### src/rtl/dtt_pkg.sv
`timescale 1ns / 1ps
package dtt_pkg;

    // table size and field widths
    localparam int SLOTS        = 16;
    localparam int SLOT_W       = $clog2(SLOTS);
    localparam int FIELD_SLOT_W = 4;
    localparam int TIME_W       = 32;
    localparam int DELAY_W      = 31;
    localparam int MAX_FIRES    = 16;
    localparam int CNT_W        = $clog2(MAX_FIRES + 1);

    // request operation codes
    typedef enum logic [1:0] {
        OP_ONCE   = 2'd0,
        OP_REPEAT = 2'd1,
        OP_CANCEL = 2'd2,
        OP_TICK   = 2'd3
    } t_op;

    // controller to datapath commands
    typedef struct packed {
        logic wr;         // apply a schedule or cancel request
        logic tick;       // advance time, start a new tick
        logic step;       // evaluate one slot of the scan
        logic commit;     // fire the best slot, restart the scan
        logic emit_pend;  // put the held fired slot on the outputs
        logic emit_none;  // put an empty result on the outputs
        logic last;       // last flag of the emitted result
    } t_cmd;

    // datapath to controller status
    typedef struct packed {
        logic scan_end;   // scan index sits on the final slot
        logic found;      // scan has a due candidate
        logic pend_vld;   // a fired slot waits to be reported
        logic cnt_full;   // fire limit for this tick reached
    } t_status;

endpackage

### src/rtl/deadline_timer_table.sv
`timescale 1ns / 1ps
// Timer table of 16 slots. A request is taken when start is high and busy is
// low; op selects schedule once, schedule repeating, cancel or a one
// millisecond tick. Schedule and cancel give one empty result (fired 0,
// last 1) in the cycle after the request and never raise busy. A tick reports
// every due slot, earliest deadline first, ties to the lower slot, one result
// per fired slot with last on the final one, or one empty result when nothing
// is due. Results are single-cycle strobes on o_valid and cannot be held off,
// so the receiver must take each one in the cycle it appears. A tick that
// fires F slots keeps busy high for F + 1 passes of the scan, and the next
// request is taken once busy is low again; each pass reads one slot of the
// table per cycle over all 16 slots and then spends a decide state picking
// the next slot to fire.
module deadline_timer_table (
    input  logic                             i_clk,
    input  logic                             i_rst_n,
    input  logic                             start,
    output logic                             busy,
    input  logic [1:0]                       i_op,
    input  logic [dtt_pkg::FIELD_SLOT_W-1:0] i_task_slot,
    input  logic [dtt_pkg::DELAY_W-1:0]      i_delay,
    output logic                             o_valid,
    output logic                             o_fired,
    output logic [dtt_pkg::FIELD_SLOT_W-1:0] o_fired_slot,
    output logic                             o_last
);
    import dtt_pkg::*;

    t_cmd    cmd;
    t_status status;
    logic    accept;

    assign accept = start && !busy;

    // sequencer
    dtt_ctrl u_ctrl (
        .i_clk     (i_clk),
        .i_rst_n   (i_rst_n),
        .i_accept  (accept),
        .i_is_tick (i_op == OP_TICK),
        .i_status  (status),
        .o_cmd     (cmd),
        .o_busy    (busy)
    );

    // table and scan datapath
    dtt_datapath u_datapath (
        .i_clk        (i_clk),
        .i_rst_n      (i_rst_n),
        .i_cmd        (cmd),
        .i_op         (i_op),
        .i_task_slot  (i_task_slot),
        .i_delay      (i_delay),
        .o_status     (status),
        .o_valid      (o_valid),
        .o_fired      (o_fired),
        .o_fired_slot (o_fired_slot),
        .o_last       (o_last)
    );

`ifndef SYNTHESIS
    // schedule and cancel requests answer with one empty final result
    a_wr_result: assert property (@(posedge i_clk) disable iff (!i_rst_n)
        (accept && (i_op != OP_TICK)) |=> (o_valid && o_last && !o_fired))
        else $error("schedule or cancel result missing");

    // an empty result is always final and carries slot zero
    a_empty_last: assert property (@(posedge i_clk) disable iff (!i_rst_n)
        (o_valid && !o_fired) |-> (o_last && (o_fired_slot == '0)))
        else $error("empty result not final or slot nonzero");

    // a final result leaves the block idle, a non-final one keeps it busy
    a_last_idle: assert property (@(posedge i_clk) disable iff (!i_rst_n)
        o_valid |-> (o_last == !busy))
        else $error("last flag disagrees with busy");
`endif

endmodule

### src/rtl/dtt_ctrl.sv
`timescale 1ns / 1ps
module dtt_ctrl (
    input  logic             i_clk,
    input  logic             i_rst_n,
    input  logic             i_accept,
    input  logic             i_is_tick,
    input  dtt_pkg::t_status i_status,
    output dtt_pkg::t_cmd    o_cmd,
    output logic             o_busy
);
    import dtt_pkg::*;

    typedef enum logic [2:0] {
        S_IDLE   = 3'b001,
        S_SCAN   = 3'b010,
        S_DECIDE = 3'b100
    } t_state;

    t_state r_state;
    t_state n_state;

    // state register
    always_ff @(posedge i_clk) begin
        if (!i_rst_n) begin
            r_state <= S_IDLE;
        end else begin
            r_state <= n_state;
        end
    end

    // next state and commands
    always_comb begin
        n_state = r_state;
        o_cmd   = '0;
        case (r_state)
            S_IDLE: begin
                if (i_accept) begin
                    if (i_is_tick) begin
                        o_cmd.tick = 1'b1;
                        n_state    = S_SCAN;
                    end else begin
                        o_cmd.wr        = 1'b1;
                        o_cmd.emit_none = 1'b1;
                        o_cmd.last      = 1'b1;
                    end
                end
            end
            S_SCAN: begin
                o_cmd.step = 1'b1;
                if (i_status.scan_end) begin
                    n_state = S_DECIDE;
                end
            end
            S_DECIDE: begin
                if (i_status.found && !i_status.cnt_full) begin
                    // report the previous fire, hold this one until the next scan
                    o_cmd.commit    = 1'b1;
                    o_cmd.emit_pend = i_status.pend_vld;
                    n_state         = S_SCAN;
                end else begin
                    o_cmd.emit_pend = i_status.pend_vld;
                    o_cmd.emit_none = !i_status.pend_vld;
                    o_cmd.last      = 1'b1;
                    n_state         = S_IDLE;
                end
            end
            default: begin
                n_state = S_IDLE;
            end
        endcase
    end

    assign o_busy = (r_state != S_IDLE);

endmodule

### src/rtl/dtt_datapath.sv
`timescale 1ns / 1ps
module dtt_datapath (
    input  logic                                i_clk,
    input  logic                                i_rst_n,
    input  dtt_pkg::t_cmd                       i_cmd,
    input  logic [1:0]                          i_op,
    input  logic [dtt_pkg::FIELD_SLOT_W-1:0]    i_task_slot,
    input  logic [dtt_pkg::DELAY_W-1:0]         i_delay,
    output dtt_pkg::t_status                    o_status,
    output logic                                o_valid,
    output logic                                o_fired,
    output logic [dtt_pkg::FIELD_SLOT_W-1:0]    o_fired_slot,
    output logic                                o_last
);
    import dtt_pkg::*;

    // timer table
    logic [TIME_W-1:0]  r_deadline [SLOTS];
    logic [DELAY_W-1:0] r_interval [SLOTS];
    logic [SLOTS-1:0]   r_repeating;
    logic [SLOTS-1:0]   r_active;
    logic [SLOTS-1:0]   r_served;
    logic [TIME_W-1:0]  r_now;

    // scan state
    logic [SLOT_W-1:0]  r_idx;
    logic               r_found;
    logic [SLOT_W-1:0]  r_best;
    logic [TIME_W-1:0]  r_best_age;
    logic [DELAY_W-1:0] r_best_int;
    logic               r_best_rep;
    logic               r_pend_vld;
    logic [SLOT_W-1:0]  r_pend_slot;
    logic [CNT_W-1:0]   r_cnt;

    // result register
    logic                    r_o_valid;
    logic                    r_o_fired;
    logic [FIELD_SLOT_W-1:0] r_o_slot;
    logic                    r_o_last;

    logic [TIME_W-1:0] age;
    logic              cand;
    logic              take;
    logic              slot_ok;
    logic [SLOT_W-1:0] wr_slot;
    t_op               op;

    // age of the scanned slot: due when the wrapped difference is non-negative
    assign age  = r_now - r_deadline[r_idx];
    assign cand = r_active[r_idx] && !r_served[r_idx] && !age[TIME_W-1];
    assign take = cand && (!r_found || (age > r_best_age));

    assign op      = t_op'(i_op);
    assign slot_ok = (32'(i_task_slot) < SLOTS);
    assign wr_slot = SLOT_W'(i_task_slot);

    // table writes: requests and fires
    always_ff @(posedge i_clk) begin
        if (!i_rst_n) begin
            r_active <= '0;
            r_served <= '0;
            r_now    <= '0;
        end else begin
            if (i_cmd.wr && slot_ok) begin
                if (op == OP_CANCEL) begin
                    r_active[wr_slot] <= 1'b0;
                end else begin
                    r_deadline[wr_slot]  <= r_now + TIME_W'(i_delay);
                    r_interval[wr_slot]  <= (op == OP_REPEAT) ? i_delay : '0;
                    r_repeating[wr_slot] <= (op == OP_REPEAT);
                    r_active[wr_slot]    <= 1'b1;
                end
            end
            if (i_cmd.tick) begin
                r_now    <= r_now + TIME_W'(1);
                r_served <= '0;
            end
            if (i_cmd.commit) begin
                r_served[r_best] <= 1'b1;
                if (r_best_rep) begin
                    r_deadline[r_best] <= r_now + TIME_W'(r_best_int);
                end else begin
                    r_active[r_best] <= 1'b0;
                end
            end
        end
    end

    // scan over slots, one per cycle, earliest deadline wins, ties to lower slot
    always_ff @(posedge i_clk) begin
        if (!i_rst_n) begin
            r_idx      <= '0;
            r_found    <= 1'b0;
            r_pend_vld <= 1'b0;
            r_cnt      <= '0;
        end else begin
            if (i_cmd.tick) begin
                r_idx      <= '0;
                r_found    <= 1'b0;
                r_pend_vld <= 1'b0;
                r_cnt      <= '0;
            end else if (i_cmd.step) begin
                r_idx <= r_idx + SLOT_W'(1);
                if (take) begin
                    r_found <= 1'b1;
                end
            end else if (i_cmd.commit) begin
                r_idx       <= '0;
                r_found     <= 1'b0;
                r_pend_vld  <= 1'b1;
                r_pend_slot <= r_best;
                r_cnt       <= r_cnt + CNT_W'(1);
            end
        end
    end

    // best candidate payload
    always_ff @(posedge i_clk) begin
        if (i_cmd.step && take) begin
            r_best     <= r_idx;
            r_best_age <= age;
            r_best_int <= r_interval[r_idx];
            r_best_rep <= r_repeating[r_idx];
        end
    end

    // result strobe
    always_ff @(posedge i_clk) begin
        if (!i_rst_n) begin
            r_o_valid <= 1'b0;
        end else begin
            r_o_valid <= i_cmd.emit_pend || i_cmd.emit_none;
        end
    end

    // result fields
    always_ff @(posedge i_clk) begin
        if (i_cmd.emit_pend) begin
            r_o_fired <= 1'b1;
            r_o_slot  <= FIELD_SLOT_W'(r_pend_slot);
            r_o_last  <= i_cmd.last;
        end else if (i_cmd.emit_none) begin
            r_o_fired <= 1'b0;
            r_o_slot  <= '0;
            r_o_last  <= 1'b1;
        end
    end

    assign o_status.scan_end = (r_idx == SLOT_W'(SLOTS - 1));
    assign o_status.found    = r_found;
    assign o_status.pend_vld = r_pend_vld;
    assign o_status.cnt_full = (r_cnt == CNT_W'(MAX_FIRES));

    assign o_valid      = r_o_valid;
    assign o_fired      = r_o_fired;
    assign o_fired_slot = r_o_slot;
    assign o_last       = r_o_last;

endmodule
### config.mk
export PLATFORM = sky130hd
export DESIGN_NAME = deadline_timer_table
export DESIGN_NICKNAME = d
export VERILOG_FILES = /design/src/rtl/dtt_pkg.sv /design/src/rtl/deadline_timer_table.sv /design/src/rtl/dtt_ctrl.sv /design/src/rtl/dtt_datapath.sv
export SDC_FILE = /design/constraint.sdc
export NUM_CORES = 1
export LEC_CHECK = 0
export ABC_AREA = 1
export BUFFER_PORTS_ARGS = -buffer_cell sky130_fd_sc_hd__buf_2
export CAP_MARGIN = 10
export CORE_UTILIZATION = 53
export DETAILED_ROUTE_END_ITERATION = 16
export GPL_TIMING_DRIVEN = 0
export HOLD_SLACK_MARGIN = 0.06
export PLACE_DENSITY = 0.69
export SLEW_MARGIN = 20
export SYNTH_ARGS = -nofsm -noshare
export SYNTH_HDL_FRONTEND = slang
export SYNTH_SLANG_ARGS = --single-unit
### constraint.sdc
create_clock -name i_clk -period 7 [get_ports i_clk]
set_input_delay 1.75 -clock i_clk [delete_from_list [all_inputs] [get_ports i_clk]]
set_output_delay 1.75 -clock i_clk [all_outputs]
set_load 0.02 [all_outputs]
==> results.env, run 1 <==
SYNTH.AREA.MUX_SHARE=0
PLACED_CELLS=5743
CELLLEAKAGEPOWER_uW=0.0204
NUMBER_OF_GLOBAL_ROUTE_VIAS_BEFORE_REPAIR=35500
FINAL-MAX-SLEW-VIOLATION-COUNT=0
DESIGN.FINAL.NETS=4739
SYNTH_COMPOUND_GATE_AREA_SHARE=0.136
COMBINATIONAL_FAMILY_WITH_THE_MOST_AREA_AFTER_SYNTHESIS='compound AO/OA/AOI/OAI gates'
VIA_DENSITY=6.35
SYN_AREA_PER_CELL_UM2=11.7
MAXIMUM_CLOCK_FREQUENCY_GHz=0.150
DIEHEIGHT_UM=312
YS_TOP_CELLS_BY_AREA='edfxtp_1 65%, o21ai_0 5.0%, nor2_1 4.8%'
NUM-FILL-CELLS=7373
STATUS='finished clean'
VIA_COUNT=37900
MOST-COMMON-LAYOUT-CELLS='1,101 x edfxtp_1, 619 x nor2_1, 506 x o21ai_0'
FINAL_CELL_AREA_UM2=58400
POSTSYNTHCELLCOUNT=4375
REPORT.FINAL.HOLD_VIOL_COUNT=0
POST_SYNTH_XOR_AREA_FRACTION=0.0118
SYNTH_FA_HA_AREA_FRAC=0.0248
FP.COREAREA_UM2=95200
WHS_PS=431
CP_SLOWEST_STAGE_DELAY_PS=710
FINAL.MIN_CLOCK_PERIOD_PS=6690
GP_ROUTABILITY_CONGESTION=0.985
SYNTH_FLOP_CELL='edfxtp_1'
CRIT_ARRIVAL_PS=7060
YOSYS_REGISTER_BITS=1185
FINAL_MIN_PERIOD_OVER_CLOCK_PERIOD=0.955
SETUP_VIOL=0
CP-ENDPOINT='u_datapath.r_best_int[10]$_DFFE_PP_'
LIBRARY_CELL_CONTRIBUTING_THE_LARGEST_SINGLE_DELAY_ON_THE_CRITICAL_PATH='nor4_1'
IR_DROP_WORST_CASE_VDD_uV=247
YOSYS_WARNINGS=0
PATH_DELAY_FAMILY='simple AND/OR/NAND/NOR gates'
CTS_TREE='done'
CRITPATHCAPTURETYPE='flop'
ROUTED_WIRELENGTH_UM=164000
WORST_SKEW_PAIR.LATE_LATENCY_PS=740
DPL.HPWL_UM=113000
CRITPATHMOSTFREQUENTCELL='nand2_1'
AREA_GROWTH_FROM_SYNTHESIS_TO_LAYOUT_PCT=14.4
WORST_SETUP_HOLD_PATH_CLK_SLEW_PS=60
SYNTH_SEQ_AREA_SHARE=0.681
DETAILED_PLACE.AREA_UM2=54400
SHARE_OF_LAYOUT_CELLS_ABOVE_DRIVE_STRENGTH_1=0.0954
POSTCTSSETUPBUFFERS=0
TIMING.MAX_SLEW.REL_SLACK=0.209
HOLD_PATH_CLASS='reg -> reg'
CTS_HTREE_LEVELS=3
FF_LATCH_AREA_UM2=34700
TIGHTEST_SLEW_PS=1190
WL_PER_CELL_UM=27.5
STD_CELL_ROWS=113
HORIZ_DIE_DIM_UM=312
GRT_ANTENNA_BEFORE_REPAIR=4
RR_WORST_DEPTH=27
TIMING.CRITICAL_PATH.BUF_INV=7
FINALSETUPTNS_PS=0
FINAL_ANTENNA_NET_COUNT=0
REG2REG_TO='u_datapath.r_best_int[10]$_DFFE_PP_'
LAYOUT.CELLS.MOST_COMMON='edfxtp_1'
CTS_ROOT_BUFFER='clkbuf_16'
POST_LAYOUT_NONFILLER_INSTANCES=5965
GRT_MAX_DEGREE=37
START_UTIL=0.536
BOUNDARYPINS=48
SYNTH-SIMPLE-AREA-SHARE=0.105
GRT_SETUP_UNREPAIRED='no'
TIMING.CRITICAL_PATH.FROM_TYPE='flop'
MAX-CAP-VIOLATIONS=0
PORTBUFFERS=46
FINAL.SETUP_SKEW_PS=61.3
CLOCK_SINK_COUNT=1185
NUM_CTS_BUFFERS=118
SHARE_OF_FLIP_FLOPS_WITH_AN_ASYNCHRONOUS_SET_OR_RESET=0
DRC=0
SYNTH.DISTINCT_CELLS=59
WORST-PATH-STAGES=27
TIMING.SETUP.CRITICAL_PATH_CLASS='reg -> reg'
CP.REQUIRED_PS=7370
SYNTH_TOP_CELL_BY_AREA='edfxtp_1'
CRIT_PATH_MAX_FANOUT=36
DRT_FIRST_ITER_VIOLATIONS=5605
DIE_AREA_UM2=97500
POWER.DENSITY_CELL_AREA_nW_PER_UM2=254
MULTIINPUTGATEAREA_UM2=14600
BUFS_ON_LONGEST_CLOCK_PATH=3
POSTSYNTHNETCOUNT=4515
SYNTH-EDFF-COUNT=1101
GLOBAL_ROUTE.USAGE.TOTAL=0.331
DRT_PRE_ANTENNA_ITERS=6
SUM_OF_OVERFLOW_ACROSS_ALL_LAYERS_AFTER_GLOBAL_ROUTING=0
MAPPEDNETLISTAREA_UM2=51000
RRSETUPSLACK_PS=310
GRT_PASS1_WL_UM=235000
YOSYSTOPAREACELLSHARE=0.648
==> state kept, by name, indices dropped and copies added (netlist names), 5 cells and up, named ones only <==
register and flops:
u_datapath.r_served 16, u_datapath.r_best_int 31, u_datapath.r_best_age 32, u_datapath.r_interval 496
u_datapath.r_repeating 16, u_datapath.r_now 32, u_datapath.r_deadline 512, u_datapath.r_active 16
u_datapath.r_cnt 5
==> per-layer routing <==
metal	up-vias	global-route usage	wire length, um
li1	16400	-	-
met1	18200	0.439	60200
met2	2705	0.513	74500
met3	541	0.0687	19500
met4	2	0.179	9830
met5	-	0	13
==> worst register-to-register path, stage by stage (launching register included) <==
cell	delay, ps
dfxtp_1	520
buf_4	300
buf_6	170
buf_2	320
buf_2	390
nor2_1	90
o221ai_1	230
o211ai_1	150
nand2_1	120
inv_1	180
ha_1	480
nand2_1	170
nor4_1	710
nand3_1	160
nand2_1	120
xor2_1	300
ha_1	170
nand2_1	50
nor2_1	130
nand4_1	150
nor3b_2	270
nand2_1	110
nand2_1	60
nand2_1	90
nand2_1	80
nand3_1	80
bufinv_8	370
buf_16	280
==> worst min path at each step <==
stage                                                 from  slack (ps)                        endpoint  cells past startpoint
final                     u_datapath.r_idx[2]$_SDFFE_PP0N_         430  u_datapath.r_best[2]$_DFFE_PP_                      0
after global routing      u_datapath.r_idx[3]$_SDFFE_PP0N_         440  u_datapath.r_best[3]$_DFFE_PP_                      0
after CTS                 u_datapath.r_idx[2]$_SDFFE_PP0N_         430  u_datapath.r_best[2]$_DFFE_PP_                      0
after detailed placement  u_datapath.r_idx[2]$_SDFFE_PP0N_         410  u_datapath.r_best[2]$_DFFE_PP_                      0
after global placement    u_datapath.r_idx[2]$_SDFFE_PP0N_         410  u_datapath.r_best[2]$_DFFE_PP_                      0
after floorplan           u_datapath.r_idx[2]$_SDFFE_PP0N_         410  u_datapath.r_best[2]$_DFFE_PP_                      0
==> cell type report <==
type,instances,share of cell area
Clock buffer,142,0.0529
Buffer,232,0.0168
Timing Repair Buffer,104,0.0245
Multi-Input combinational cell,2653,0.251
Inverter,305,0.0199
Tap cell,1265,0.0271
Antenna cell,2,0.0000858
Sequential cell,1185,0.595
Clock inverter,77,0.0127
==> repair_timing <==
action | in CTS | in global routing
pin swaps | 0 | 0
endpoints found under the setup margin | 6 | 68
hold buffers | 0 | 0
resized for setup | 1 | 36
==> power breakdown <==
group / internal, uW / leakage (uW) / total [uW] / switching [uW]
clock: 3580 / 0.00188 / 6330 / 2750
combinational: 164 / 0.00783 / 714 / 550
sequential: 7770 / 0.0107 / 7790 / 16.2
total: 11500 / 0.0204 / 14800 / 3320
==> cell families (layout without fill, tap and decap cells) <==
group,Yosys count,count (layout)
AND/OR/NAND/NOR,1296,1296
XOR/XNOR,69,69
AO/OA/AOI/OAI,1188,1188
flip-flops,1185,1185
buffers and inverters,537,860
other,0,2
adder cells (fa/ha/maj),100,100
==> cells in the mapped netlist, types with 16 or more instances <==
cell type,number
o21ai_0,506
xnor2_1,22
nor2_1,656
o211ai_1,42
o21ai_1,24
clkbuf_1,168
o22ai_1,97
o221ai_1,156
xor2_1,47
nand4_1,21
edfxtp_1,1101
dfxtp_1,84
inv_1,296
a311oi_1,16
nand3_1,110
nor3_1,36
buf_2,48
a21oi_1,299
ha_1,98
nand2_1,429
==> metrics by stage <==
| stage | setup WS, ps | total power, uW | utilization |
|---|---|---|---|
| global route | 4.69 | 15100 | 0.613 |
| finish | 312 | 14800 | 0.613 |
| CTS | 31.5 | 14800 | 0.612 |
| floorplan | 1320 | 8310 | - |
| detailed placement | 48.9 | 8630 | 0.572 |
| global placement | -1570 | 8590 | 0.555 |
No activity file was read; power rests on OpenSTA's default activity.
==> run 2, diff against run 1 <==
--- a/config.mk
+++ b/config.mk
@@ -12,6 +12,7 @@
 export DETAILED_ROUTE_END_ITERATION = 16
 export GPL_TIMING_DRIVEN = 0
 export HOLD_SLACK_MARGIN = 0.06
+export MAX_ROUTING_LAYER = met4
 export PLACE_DENSITY = 0.69
 export SLEW_MARGIN = 20
 export SYNTH_ARGS = -nofsm -noshare
==> run 2 against run 1 <==
Via count is 0.46% lower. Die area unchanged. Wire length shrank 0.15%. Worst setup slack about the same. Clock power down 1%. Core utilization grew 0.065 points. Combinational power hardly changed. First-iteration DRC count decreased by 1.5%. Non-clock buffer count rose by 1. Final cell count decreased by 0.12%. Fmax hardly changed. Cell area is 0.11% higher.
==> results.env, run 2 (synthesized netlist as in run 1, its figures left out) <==
POSTCTSSETUPBUFFERS=0
FINAL.SETUP_SKEW_PS=83.7
WORST_SKEW_PAIR.LATE_LATENCY_PS=730
DETAILED_PLACE.AREA_UM2=54600
WORST_SETUP_HOLD_PATH_CLK_SLEW_PS=60
DRT_PRE_ANTENNA_ITERS=6
CRIT_ARRIVAL_PS=7040
FINAL.MIN_CLOCK_PERIOD_PS=6690
MAXIMUM_CLOCK_FREQUENCY_GHz=0.150
CRITPATHCAPTURETYPE='flop'
TIMING.MAX_SLEW.REL_SLACK=0.166
MOST-COMMON-LAYOUT-CELLS='1,101 x edfxtp_1, 620 x nor2_1, 506 x o21ai_0'
POST_LAYOUT_NONFILLER_INSTANCES=5958
FP.COREAREA_UM2=95200
IR_DROP_WORST_CASE_VDD_uV=253
DIE_AREA_UM2=97500
FINAL_MIN_PERIOD_OVER_CLOCK_PERIOD=0.955
GRT_PASS1_WL_UM=236000
HOLD_DEPTH=0
FINAL_ANTENNA_NET_COUNT=0
CELLLEAKAGEPOWER_uW=0.0205
HORIZ_DIE_DIM_UM=312
NUM-FILL-CELLS=7420
ROUTED_WIRELENGTH_UM=164000
REPORT.FINAL.HOLD_VIOL_COUNT=0
POSTCTSHOLDBUFS=0
WL_PER_CELL_UM=27.5
TIMING.SETUP.CRITICAL_PATH_CLASS='reg -> reg'
GRT_SETUP_UNREPAIRED='no'
CRIT_PATH_MAX_FANOUT=36
HOLD_PATH_CLASS='reg -> reg'
POWER.DENSITY_CELL_AREA_nW_PER_UM2=253
VIA_COUNT=37700
MAX-CAP-VIOLATIONS=0
RR_WORST_DEPTH=29
LIBRARY_CELL_CONTRIBUTING_THE_LARGEST_SINGLE_DELAY_ON_THE_CRITICAL_PATH='clkbuf_1'
PORTBUFFERS=46
DPL_WORST_SLACK_PS=-17.7
BOUNDARYPINS=48
BUFS_ON_LONGEST_CLOCK_PATH=3
SETUP_VIOL=0
CLOCK_SINK_COUNT=1185
STATUS='finished clean'
TIMING.CRITICAL_PATH.FROM_TYPE='flop'
VIA_DENSITY=6.32
DIEHEIGHT_UM=312
PLACED_CELLS=5745
FINAL-MAX-SLEW-VIOLATION-COUNT=0
RRSETUPSLACK_PS=310
TIMING.HOLD.WORST_ENDPOINT='u_datapath.r_best[2]$_DFFE_PP_'
CTS_HTREE_LEVELS=3
TOP_REGISTER='u_datapath.r_deadline'
GRT_MAX_DEGREE=37
TIGHTEST_SLEW_PS=1240
WHS_PS=429
FINAL_CELL_AREA_UM2=58400
CTS_TREE='done'
SHARE_OF_LAYOUT_CELLS_ABOVE_DRIVE_STRENGTH_1=0.0949
CTS_ROOT_BUFFER='clkbuf_16'
REG2REG_TO='u_datapath.r_best[3]$_DFFE_PP_'
DPL.HPWL_UM=114000
STD_CELL_ROWS=113
GLOBAL_ROUTE.USAGE.TOTAL=0.343
GRT_ANTENNA_BEFORE_REPAIR=1
CRITPATHMOSTFREQUENTCELL='nand2_1'
AREA_GROWTH_FROM_SYNTHESIS_TO_LAYOUT_PCT=14.5
LARGEST_REG_FLOPS=512
CP_SLOWEST_STAGE_DELAY_PS=710
HOLD_PATH.STARTPOINT='u_datapath.r_idx[2]$_SDFFE_PP0N_'
DRC=0
SUM_OF_OVERFLOW_ACROSS_ALL_LAYERS_AFTER_GLOBAL_ROUTING=0
CP.REQUIRED_PS=7360
GP_ROUTABILITY_CONGESTION=0.978
REGISTERS_WITH_THE_MOST_FLIP_FLOPS='u_datapath.r_deadline (512), u_datapath.r_interval (496)'
DRT_FIRST_ITER_VIOLATIONS=5521
LAYOUT.CELLS.MOST_COMMON='edfxtp_1'
NUMBER_OF_GLOBAL_ROUTE_VIAS_BEFORE_REPAIR=35400
START_UTIL=0.536
DESIGN.FINAL.NETS=4738
NUM_CTS_BUFFERS=116
POST-ROUTE-WORST-SETUP-SLACK_PS=312
-- run 2: cell type report --
class,count,area (um2),share of cell area
clock buffer,145,3030,0.0519
clock inverter,66,731,0.0125
tap,1265,1580,0.0271
sequential,1185,34700,0.595
multi-input combinational,2653,14600,0.250
antenna,2,5.00,0.0000857
timing repair buffer,105,1550,0.0265
buffer,232,985,0.0169
inverter,305,1160,0.0199
-- run 2: routing by layer --
metal  vias up  share of wire  global-route usage
met4         0          0.056               0.164
met1     18400           0.37               0.445
met3       494           0.11              0.0633
li1      16400              -                   -
met5         -              0                   -
met2      2448           0.46               0.523
-- run 2: worst max path at each step --
stage	endpoint	startpoint
floorplan	u_datapath.r_best[0]$_DFFE_PP_	flop
global placement	u_datapath.r_best_int[20]$_DFFE_PP_	flop
detailed placement	u_datapath.r_best_int[17]$_DFFE_PP_	flop
CTS	u_datapath.r_best_int[2]$_DFFE_PP_	flop
global route	u_datapath.r_best_int[2]$_DFFE_PP_	flop
finish	u_datapath.r_best[3]$_DFFE_PP_	flop
-- run 2: repair_timing --
action	in CTS	in global routing
gates resized for setup	2	38
setup endpoints to repair	36	68
cloned	0	0
-- run 2: through the flow --
step / util / TNS (ps) / power (uW)
5_1_grt: 0.614 / 0 / 15100
6_report: 0.614 / 0 / 14800
2_1_floorplan: - / 0 / 8310
3_5_place_dp: 0.573 / -426 / 8630
4_1_cts: 0.613 / 0 / 14700
3_3_place_gp: 0.555 / -140810 / 8590
-- run 2: report_power, final --
group          switching (uW)  internal, uW  leakage, uW
registers                16.3          7770       0.0107
logic                     548           165      0.00788
clock network            2750          3520      0.00183
total                    3310         11500       0.0205
-- run 2: worst max-delay path: cells and delay by family (launching register included) --
family	cells	cell delay (ps)
DFF	1	400
buffers and inverters	6	2150
adders and majority gates	3	980
AOI/OAI and AO/OA	5	1130
and+or+nand+nor	15	1660
